===== config.mk =====
export PLATFORM = sky130hd
export DESIGN_NAME = maximal_rectangle_binary_matrix
export DESIGN_NICKNAME = d
export VERILOG_FILES = /design/src/mrbm_pkg.sv /design/src/mrbm_ram.sv /design/src/mrbm_area_unit.sv /design/src/maximal_rectangle_binary_matrix.sv
export SDC_FILE = /design/constraint.sdc
export NUM_CORES = 2
export LEC_CHECK = 0
export BUFFER_PORTS_ARGS = -buffer_cell sky130_fd_sc_hd__buf_2
export CORE_MARGIN = 5
export CORE_UTILIZATION = 25
export CTS_BUF_LIST = sky130_fd_sc_hd__clkbuf_8
export CTS_CLUSTER_SIZE = 28
export DETAILED_ROUTE_END_ITERATION = 10
export HOLD_SLACK_MARGIN = 0.15
export SYNTH_ARGS = -nofsm -noshare
export SYNTH_HDL_FRONTEND = slang
export SYNTH_SLANG_ARGS = --single-unit

===== constraint.sdc =====
create_clock -name clk -period 7.52 [get_ports clk]
set_input_delay 1.88 -clock clk [delete_from_list [all_inputs] [get_ports clk]]
set_output_delay 1.88 -clock clk [all_outputs]
set_load 0.01 [all_outputs]

===== src/mrbm_pkg.sv =====
// ----------------------------------------------------------------------------
// mrbm_pkg: shared types and constants of the maximal rectangle block
// Area width and saturation value, and the control group of the area unit.
// ----------------------------------------------------------------------------
package mrbm_pkg;

	localparam int unsigned AREA_W = 17;
	localparam int unsigned NCOL_W = 7;
	localparam logic [AREA_W-1:0] AREA_MAX = '1;

	typedef struct packed {
		logic load;
		logic accum;
		logic clear;
	} area_ctrl_t;

endpackage


===== src/mrbm_ram.sv =====
// ----------------------------------------------------------------------------
// mrbm_ram: generic single-write, single-read RAM
// One write port and one read port, read data registered.
// ----------------------------------------------------------------------------
module mrbm_ram #(
	parameter int unsigned WIDTH = 8,
	parameter int unsigned DEPTH = 64
) (
	input  logic                                         clk,
	input  logic                                         we,
	input  logic [((DEPTH > 1) ? $clog2(DEPTH) : 1)-1:0] waddr,
	input  logic [WIDTH-1:0]                             wdata,
	input  logic                                         re,
	input  logic [((DEPTH > 1) ? $clog2(DEPTH) : 1)-1:0] raddr,
	output logic [WIDTH-1:0]                             rdata
);

	logic [WIDTH-1:0] mem_q [DEPTH];
	logic [WIDTH-1:0] rdata_q;

	always_ff @(posedge clk) begin
		if (we) begin
			mem_q[waddr] <= wdata;
		end
		if (re) begin
			rdata_q <= mem_q[raddr];
		end
	end

	assign rdata = rdata_q;

endmodule


===== src/mrbm_area_unit.sv =====
// ----------------------------------------------------------------------------
// mrbm_area_unit: shared area multiplier and running maximum
// Registers height times width, saturates it and keeps the largest area.
// ----------------------------------------------------------------------------
module mrbm_area_unit #(
	parameter int unsigned HW = 11,
	parameter int unsigned NW = 7
) (
	input  logic                          clk,
	input  logic                          arst_n,
	input  mrbm_pkg::area_ctrl_t          ctrl,
	input  logic [HW-1:0]                 height,
	input  logic [NW-1:0]                 width,
	output logic [mrbm_pkg::AREA_W-1:0]   best
);

	localparam int unsigned PW = HW + NW;
	localparam int unsigned AW = mrbm_pkg::AREA_W;

	logic [PW-1:0] prod_c;
	logic [PW-1:0] prod_s1;
	logic [AW-1:0] sat_c;
	logic [AW-1:0] best_q;

	assign prod_c = {{NW{1'b0}}, height} * {{HW{1'b0}}, width};

	always_ff @(posedge clk) begin
		if (ctrl.load) begin
			prod_s1 <= prod_c;
		end
	end

	assign sat_c = (64'(prod_s1) > 64'(mrbm_pkg::AREA_MAX)) ? mrbm_pkg::AREA_MAX
		: AW'(prod_s1);

	always_ff @(posedge clk or negedge arst_n) begin
		if (!arst_n) begin
			best_q <= '0;
		end else if (ctrl.clear) begin
			best_q <= '0;
		end else if (ctrl.accum && (sat_c > best_q)) begin
			best_q <= sat_c;
		end
	end

	assign best = best_q;

endmodule


===== src/maximal_rectangle_binary_matrix.sv =====
// ----------------------------------------------------------------------------
// maximal_rectangle_binary_matrix: largest all-ones rectangle of a matrix
// Column histogram with a monotonic stack sweep at the end of every row.
// ----------------------------------------------------------------------------
// usage
//   cells arrive one per item in row-major order: start with cell_is_one
//   and last_cell is taken at a clock edge where busy is low.
//   num_cols_we writes num_cols (columns per row, 0 acts as 1, values above
//   MAX_COLS act as MAX_COLS); write it only while busy is low.
//   a cell that does not end a row keeps busy high for one cycle. a cell
//   that ends a row of n columns, or carries last_cell, starts a sweep that
//   keeps busy high until it ends. the sweep is bound by the single
//   multiplier/compare unit and the one access per cycle of the stack and
//   histogram memories.
//   on a last_cell item, done pulses with max_area in the first cycle that
//   busy is low; the histogram and maximum are then cleared.
//   the receiver cannot stall: done is a one-cycle strobe.
//   reset clears the histogram (per-column valid bits), the maximum, the
//   column position, and sets num_cols to 64. no clearing pass is needed.
// ----------------------------------------------------------------------------
module maximal_rectangle_binary_matrix #(
	parameter int unsigned MAX_COLS = 64,
	parameter int unsigned MAX_ROWS = 1024
) (
	input  logic                                clk,
	input  logic                                arst_n,
	input  logic                                start,
	output logic                                busy,
	input  logic                                cell_is_one,
	input  logic                                last_cell,
	input  logic                                num_cols_we,
	input  logic [mrbm_pkg::NCOL_W-1:0]         num_cols,
	output logic                                done,
	output logic [mrbm_pkg::AREA_W-1:0]         max_area
);

	localparam int unsigned CW  = (MAX_COLS > 1) ? $clog2(MAX_COLS) : 1;
	localparam int unsigned NW  = $clog2(MAX_COLS + 1);
	localparam int unsigned HW  = $clog2(MAX_ROWS + 1);
	localparam int unsigned SEW = HW + CW;
	localparam int unsigned AW  = mrbm_pkg::AREA_W;

	typedef enum logic [6:0] {
		ST_IDLE = 7'b0000001,
		ST_UPD  = 7'b0000010,
		ST_RD   = 7'b0000100,
		ST_LOAD = 7'b0001000,
		ST_CHK  = 7'b0010000,
		ST_POP  = 7'b0100000,
		ST_FIN  = 7'b1000000
	} state_t;

	state_t                     state_q;
	logic [mrbm_pkg::NCOL_W-1:0] ncols_q;
	logic [CW-1:0]              pos_q;
	logic [MAX_COLS-1:0]        vld_q;
	logic                       cell_q;
	logic                       last_q;
	logic [NW-1:0]              n_q;
	logic [NW-1:0]              i_q;
	logic [NW-1:0]              d_q;
	logic [HW-1:0]              h_q;
	logic [CW-1:0]              start_q;
	logic [HW-1:0]              top_h_q;
	logic [CW-1:0]              top_start_q;
	logic                       done_q;
	logic [AW-1:0]              max_area_q;

	logic [NW-1:0]              n_eff;
	logic [NW-1:0]              pos_p1;
	logic                       row_end;
	logic [HW-1:0]              h_old;
	logic [HW-1:0]              h_new;
	logic [HW-1:0]              h_load;
	logic [NW-1:0]              i_nx;
	logic [NW-1:0]              d_m1;
	logic [NW-1:0]              d_m2;
	logic                       pop_c;
	logic                       push_c;

	logic [CW-1:0]              hram_raddr;
	logic [HW-1:0]              hram_rdata;
	logic [SEW-1:0]             sram_rdata;
	logic                       sram_we;

	mrbm_pkg::area_ctrl_t       area_ctrl;
	logic [AW-1:0]              best;

	// effective row width
	always_comb begin
		if (ncols_q == '0) begin
			n_eff = NW'(1);
		end else if (32'(ncols_q) > MAX_COLS) begin
			n_eff = NW'(MAX_COLS);
		end else begin
			n_eff = NW'(ncols_q);
		end
	end

	assign pos_p1  = NW'(pos_q) + NW'(1);
	assign row_end = last_q || (pos_p1 >= n_eff);
	assign h_old   = vld_q[pos_q] ? hram_rdata : '0;
	assign h_new   = !cell_q ? '0
		: (h_old < HW'(MAX_ROWS)) ? (h_old + HW'(1)) : HW'(MAX_ROWS);
	assign h_load  = ((i_q < n_q) && vld_q[i_q[CW-1:0]]) ? hram_rdata : '0;
	assign i_nx    = i_q + NW'(1);
	assign d_m1    = d_q - NW'(1);
	assign d_m2    = d_q - NW'(2);

	assign pop_c  = (state_q == ST_CHK) && (d_q != '0) && (top_h_q >= h_q);
	assign push_c = (state_q == ST_CHK) && !pop_c && (i_q < n_q);

	always_comb begin
		unique case (state_q)
			ST_IDLE: hram_raddr = pos_q;
			ST_CHK:  hram_raddr = i_nx[CW-1:0];
			default: hram_raddr = i_q[CW-1:0];
		endcase
	end

	assign sram_we = push_c && (d_q != '0);

	always_comb begin
		area_ctrl.load  = pop_c;
		area_ctrl.accum = (state_q == ST_POP);
		area_ctrl.clear = (state_q == ST_FIN) && last_q;
	end

	// column heights
	mrbm_ram #(
		.WIDTH(HW),
		.DEPTH(MAX_COLS)
	) u_hist_ram (
		.clk   (clk),
		.we    (state_q == ST_UPD),
		.waddr (pos_q),
		.wdata (h_new),
		.re    (1'b1),
		.raddr (hram_raddr),
		.rdata (hram_rdata)
	);

	// bar stack below the top entry: {height, left start}
	mrbm_ram #(
		.WIDTH(SEW),
		.DEPTH(MAX_COLS)
	) u_stack_ram (
		.clk   (clk),
		.we    (sram_we),
		.waddr (d_m1[CW-1:0]),
		.wdata ({top_h_q, top_start_q}),
		.re    (pop_c),
		.raddr (d_m2[CW-1:0]),
		.rdata (sram_rdata)
	);

	mrbm_area_unit #(
		.HW(HW),
		.NW(NW)
	) u_area (
		.clk    (clk),
		.arst_n (arst_n),
		.ctrl   (area_ctrl),
		.height (top_h_q),
		.width  (i_q - NW'(top_start_q)),
		.best   (best)
	);

	always_ff @(posedge clk or negedge arst_n) begin
		if (!arst_n) begin
			state_q <= ST_IDLE;
			ncols_q <= mrbm_pkg::NCOL_W'(64);
			pos_q   <= '0;
			vld_q   <= '0;
			n_q     <= NW'(1);
			i_q     <= '0;
			d_q     <= '0;
			done_q  <= 1'b0;
		end else begin
			done_q <= (state_q == ST_FIN) && last_q;
			if (num_cols_we) begin
				ncols_q <= num_cols;
			end
			unique case (state_q)
				ST_IDLE: begin
					if (start) begin
						state_q <= ST_UPD;
					end
				end
				ST_UPD: begin
					vld_q[pos_q] <= 1'b1;
					if (row_end) begin
						n_q     <= pos_p1;
						i_q     <= '0;
						d_q     <= '0;
						state_q <= ST_RD;
					end else begin
						pos_q   <= pos_q + CW'(1);
						state_q <= ST_IDLE;
					end
				end
				ST_RD: begin
					state_q <= ST_LOAD;
				end
				ST_LOAD: begin
					state_q <= ST_CHK;
				end
				ST_CHK: begin
					if (pop_c) begin
						d_q     <= d_m1;
						state_q <= ST_POP;
					end else if (push_c) begin
						d_q     <= d_q + NW'(1);
						i_q     <= i_nx;
						state_q <= ST_LOAD;
					end else begin
						state_q <= ST_FIN;
					end
				end
				ST_POP: begin
					state_q <= ST_CHK;
				end
				ST_FIN: begin
					pos_q <= '0;
					if (last_q) begin
						vld_q <= '0;
					end
					state_q <= ST_IDLE;
				end
				default: begin
					state_q <= ST_IDLE;
				end
			endcase
		end
	end

	// payload registers
	always_ff @(posedge clk) begin
		if ((state_q == ST_IDLE) && start) begin
			cell_q <= cell_is_one;
			last_q <= last_cell;
		end
		if (state_q == ST_LOAD) begin
			h_q     <= h_load;
			start_q <= i_q[CW-1:0];
		end
		if (pop_c) begin
			start_q <= top_start_q;
		end
		if (push_c) begin
			top_h_q     <= h_q;
			top_start_q <= start_q;
		end
		if ((state_q == ST_POP) && (d_q != '0)) begin
			{top_h_q, top_start_q} <= sram_rdata;
		end
		if ((state_q == ST_FIN) && last_q) begin
			max_area_q <= best;
		end
	end

	assign busy     = (state_q != ST_IDLE);
	assign done     = done_q;
	assign max_area = max_area_q;

	a_done_after_last: assert property (@(posedge clk) disable iff (!arst_n)
		done |-> $past(last_q) && $past(state_q == ST_FIN))
		else $error("result without a last item");

	a_done_single: assert property (@(posedge clk) disable iff (!arst_n)
		done |=> !done)
		else $error("result strobe longer than one cycle");

	a_stack_bound: assert property (@(posedge clk) disable iff (!arst_n)
		(d_q <= i_q) && (i_q <= n_q))
		else $error("stack depth beyond sweep position");

	a_busy_after_accept: assert property (@(posedge clk) disable iff (!arst_n)
		(start && !busy) |=> busy)
		else $error("item accepted without going busy");

endmodule


==> metrics.txt <==
outcome completed; WL final 213700 µm; layout cell share with drive strength beyond 1 21.14%; Max Transition Viols Final 0; area delta synth->final 14.73%; library cells used by synthesis 80; Slew headroom 12.22%; yosys warns 0; Seq/Total Area, Yosys 71.67%; Mapped Cells 4839; Setup crit start kind flip-flop; first-pass GRT wire length 313700 µm; DR WL/cell 21.90 µm; Post-CTS Resized 0; Core Region 332900 µm²; Hold Crit Class reg2reg; CP most frequent cell inv_1; CP required 8.15 ns; Final Hold Violating Endpoints 0; Fmax 157.0 MHz; crit path from i_q[0]$_DFFE_PN0P_; Total GRT Usage 11.95%; CP Capture Type flip-flop; number of routed nets with antenna violations 0; Clock Path Buffers 4; CTS Hold Bufs 0; Die Ht 587.5 µm; max incr delay on CP 0.52 ns; hold path start u_area.best[10]$_DFFE_PN0P_; cts bufs inserted 317; DRC viols 0; Max FO, Critical Path 11; initial antenna violation count 7; Post-synth EDFFs 1880; H-tree Lvls 5; DIE WIDTH 587.5 µm; commonest non-fill, non-tap cell in the layout edfxtp_1; detailed-route via count 45310; Power Dens Cells 288.3 nW/µm²; register bit total from synthesis 2014; worst slew pin tran 1.312 ns; clk_skew 0.07128 ns; Final #Nets 5271; Fill cells 32700; Critical R2R Launch i_q[0]$_DFFE_PN0P_; P_leak 31.81 nW; VDD IR-drop max 0.0003041 V; Syn Area/Cell 17.23 µm²; row cnt 212; I/O Pins 32; largest net degree at the start of global routing 98; FF+latch area 59760 µm²; multi-input combinational cell area 22230 µm²; clock slew at reported path FFs 0.06 ns; Final Cycle Share 84.68%; Clk Latency, worst-skew pair 0.94 ns; clock sinks 2014; # Max-Cap Violations 0; Placer Congestion 0.8458; HPWL Detailed 126300 µm; design area 95660 µm²; Initial DRT Pass Iterations 7; Yosys top cell area share 67.71%; Port Buffers 31; post-CTS setup buffer count 0; Post-Route Setup TNS 0 ns; total grt overflow 0; CP Class reg2reg; CTS tree yes; Setup Viol. Count Final 0; Area contributors post-synth edfxtp_1 (68%), mux4_2 (10%), dfrtp_1 (3.6%); synthesized area 83380 µm²; via/cell ratio 4.643; root buffer cell clkbuf_8; Async S/R FF share, synth 6.107%; Tmin final 6.368 ns; most frequent cells in the layout edfxtp_1 (1880), nand2_1 (463), mux4_2 (378); post-synth top area cell edfxtp_1; WP data arrival 7.00 ns; Mapped Nets 4989; Synth Flop Type edfxtp_1; DRT iter0 DRCs 4057; full die area 345200 µm²; WHS 0.4789 ns; Critical-path top delay cell fa_1; vias in the first global route 46280; initial core utilization 25.05%; unrepaired setup endpoints after global routing false; Area after DPL 89700 µm²
-- cells in the mapped netlist, types with 23 or more instances --
cell and number:
ha_1 92, fa_1 45, a211oi_1 28, a21oi_1 82, buf_1 37, inv_1 150, edfxtp_1 1880, dfrtp_1 120
mux2i_1 241, mux4_2 378, nand3_1 175, xnor2_1 23, nor3_1 24, nand2_1 464, a22oi_1 29, o21a_1 42
clkbuf_1 152, and3_1 40, nor2_1 292, a31oi_1 36, and2_1 37, o21ai_0 51, mux2_2 34, nor2b_1 40
buf_2 49
-- cells by family after synthesis --
family	count (synthesis)	synth area share, %
AND/OR/NAND/NOR	1161	6.300
XOR/XNOR	42	0.4412
flip-flops	2014	71.67
AO/OA/AOI/OAI	421	3.492
multiplexers	653	13.56
buffers and inverters	411	2.072
adder cells (fa/ha/maj)	137	2.461
-- state kept, by name, indices dropped and copies added (netlist names), 17 cells and up --
| signal | cells |
|---|---|
| u_stack_ram.rdata | 17 |
| max_area | 17 |
| u_hist_ram.mem_q | 704 |
| u_area.best | 17 |
| u_area.prod_s1 | 18 |
| u_stack_ram.mem_q | 1088 |
| vld_q | 64 |
-- through the flow --
step           utilization, %  total power [mW]  setup slack (ns)  std cells
4_1_cts                 28.73             27.82             1.109       9750
3_3_place_gp            26.95             18.85             1.129       9189
3_5_place_dp            26.95             18.93             1.145       9189
5_1_grt                 28.74             28.70            0.8257       9758
2_1_floorplan               -             16.74            0.8967       4839
6_report                28.74             27.58             1.152       9758
-- final timing paths --
| check | endpoint | slack [ns] | cells after the start |
|---|---|---|---|
| min in group asynchronous | i_q[3]$_DFFE_PN0P_ | 0.95 | 1 |
| worst max register to register | u_area.prod_s1[16]$_DFFE_PP_ | 1.15 | 25 |
| max in group asynchronous | pos_q[0]$_DFFE_PN0P_ | 5.37 | 2 |
| worst min register to register | max_area[10]$_DFFE_PP_ | 0.48 | 0 |
| worst max-delay path | u_area.prod_s1[16]$_DFFE_PP_ | 1.15 | 25 |
| worst min-delay path | max_area[10]$_DFFE_PP_ | 0.48 | 0 |
-- final cells by class --
class	instances	area share, %
clock buffers	328	4.719
flip-flops and latches	2014	62.48
diodes	8	0.02093
multi-input cells	2414	23.24
repair buffers	224	1.736
clock inverters	233	1.483
well taps	4387	5.738
inverters	150	0.5886
-- critical path: cells and delay by family, from the launching register on --
kind            cells  cell delay, ns
fa+ha+maj           7            2.86
compound gates      8            1.54
xor+xnor            2            0.58
buf+inv             6            0.39
flops               1            0.37
simple gates        2            0.35
-- metal layers --
layer,vias to the layer above,routed length [µm],track usage [%]
met1,23780,86740,15.61
li1,19480,-,-
met4,2,7158,4.104
met3,365,15990,2.475
met2,1677,103800,19.77
met5,-,12,0
-- where the power goes --
part	total, mW	switching, mW	internal, mW
registers	13.0	0.184	12.8
logic	5.73	3.90	1.83
clock network	8.88	4.32	4.56
total	27.6	8.41	19.2
(Power assumes the default switching activity.)
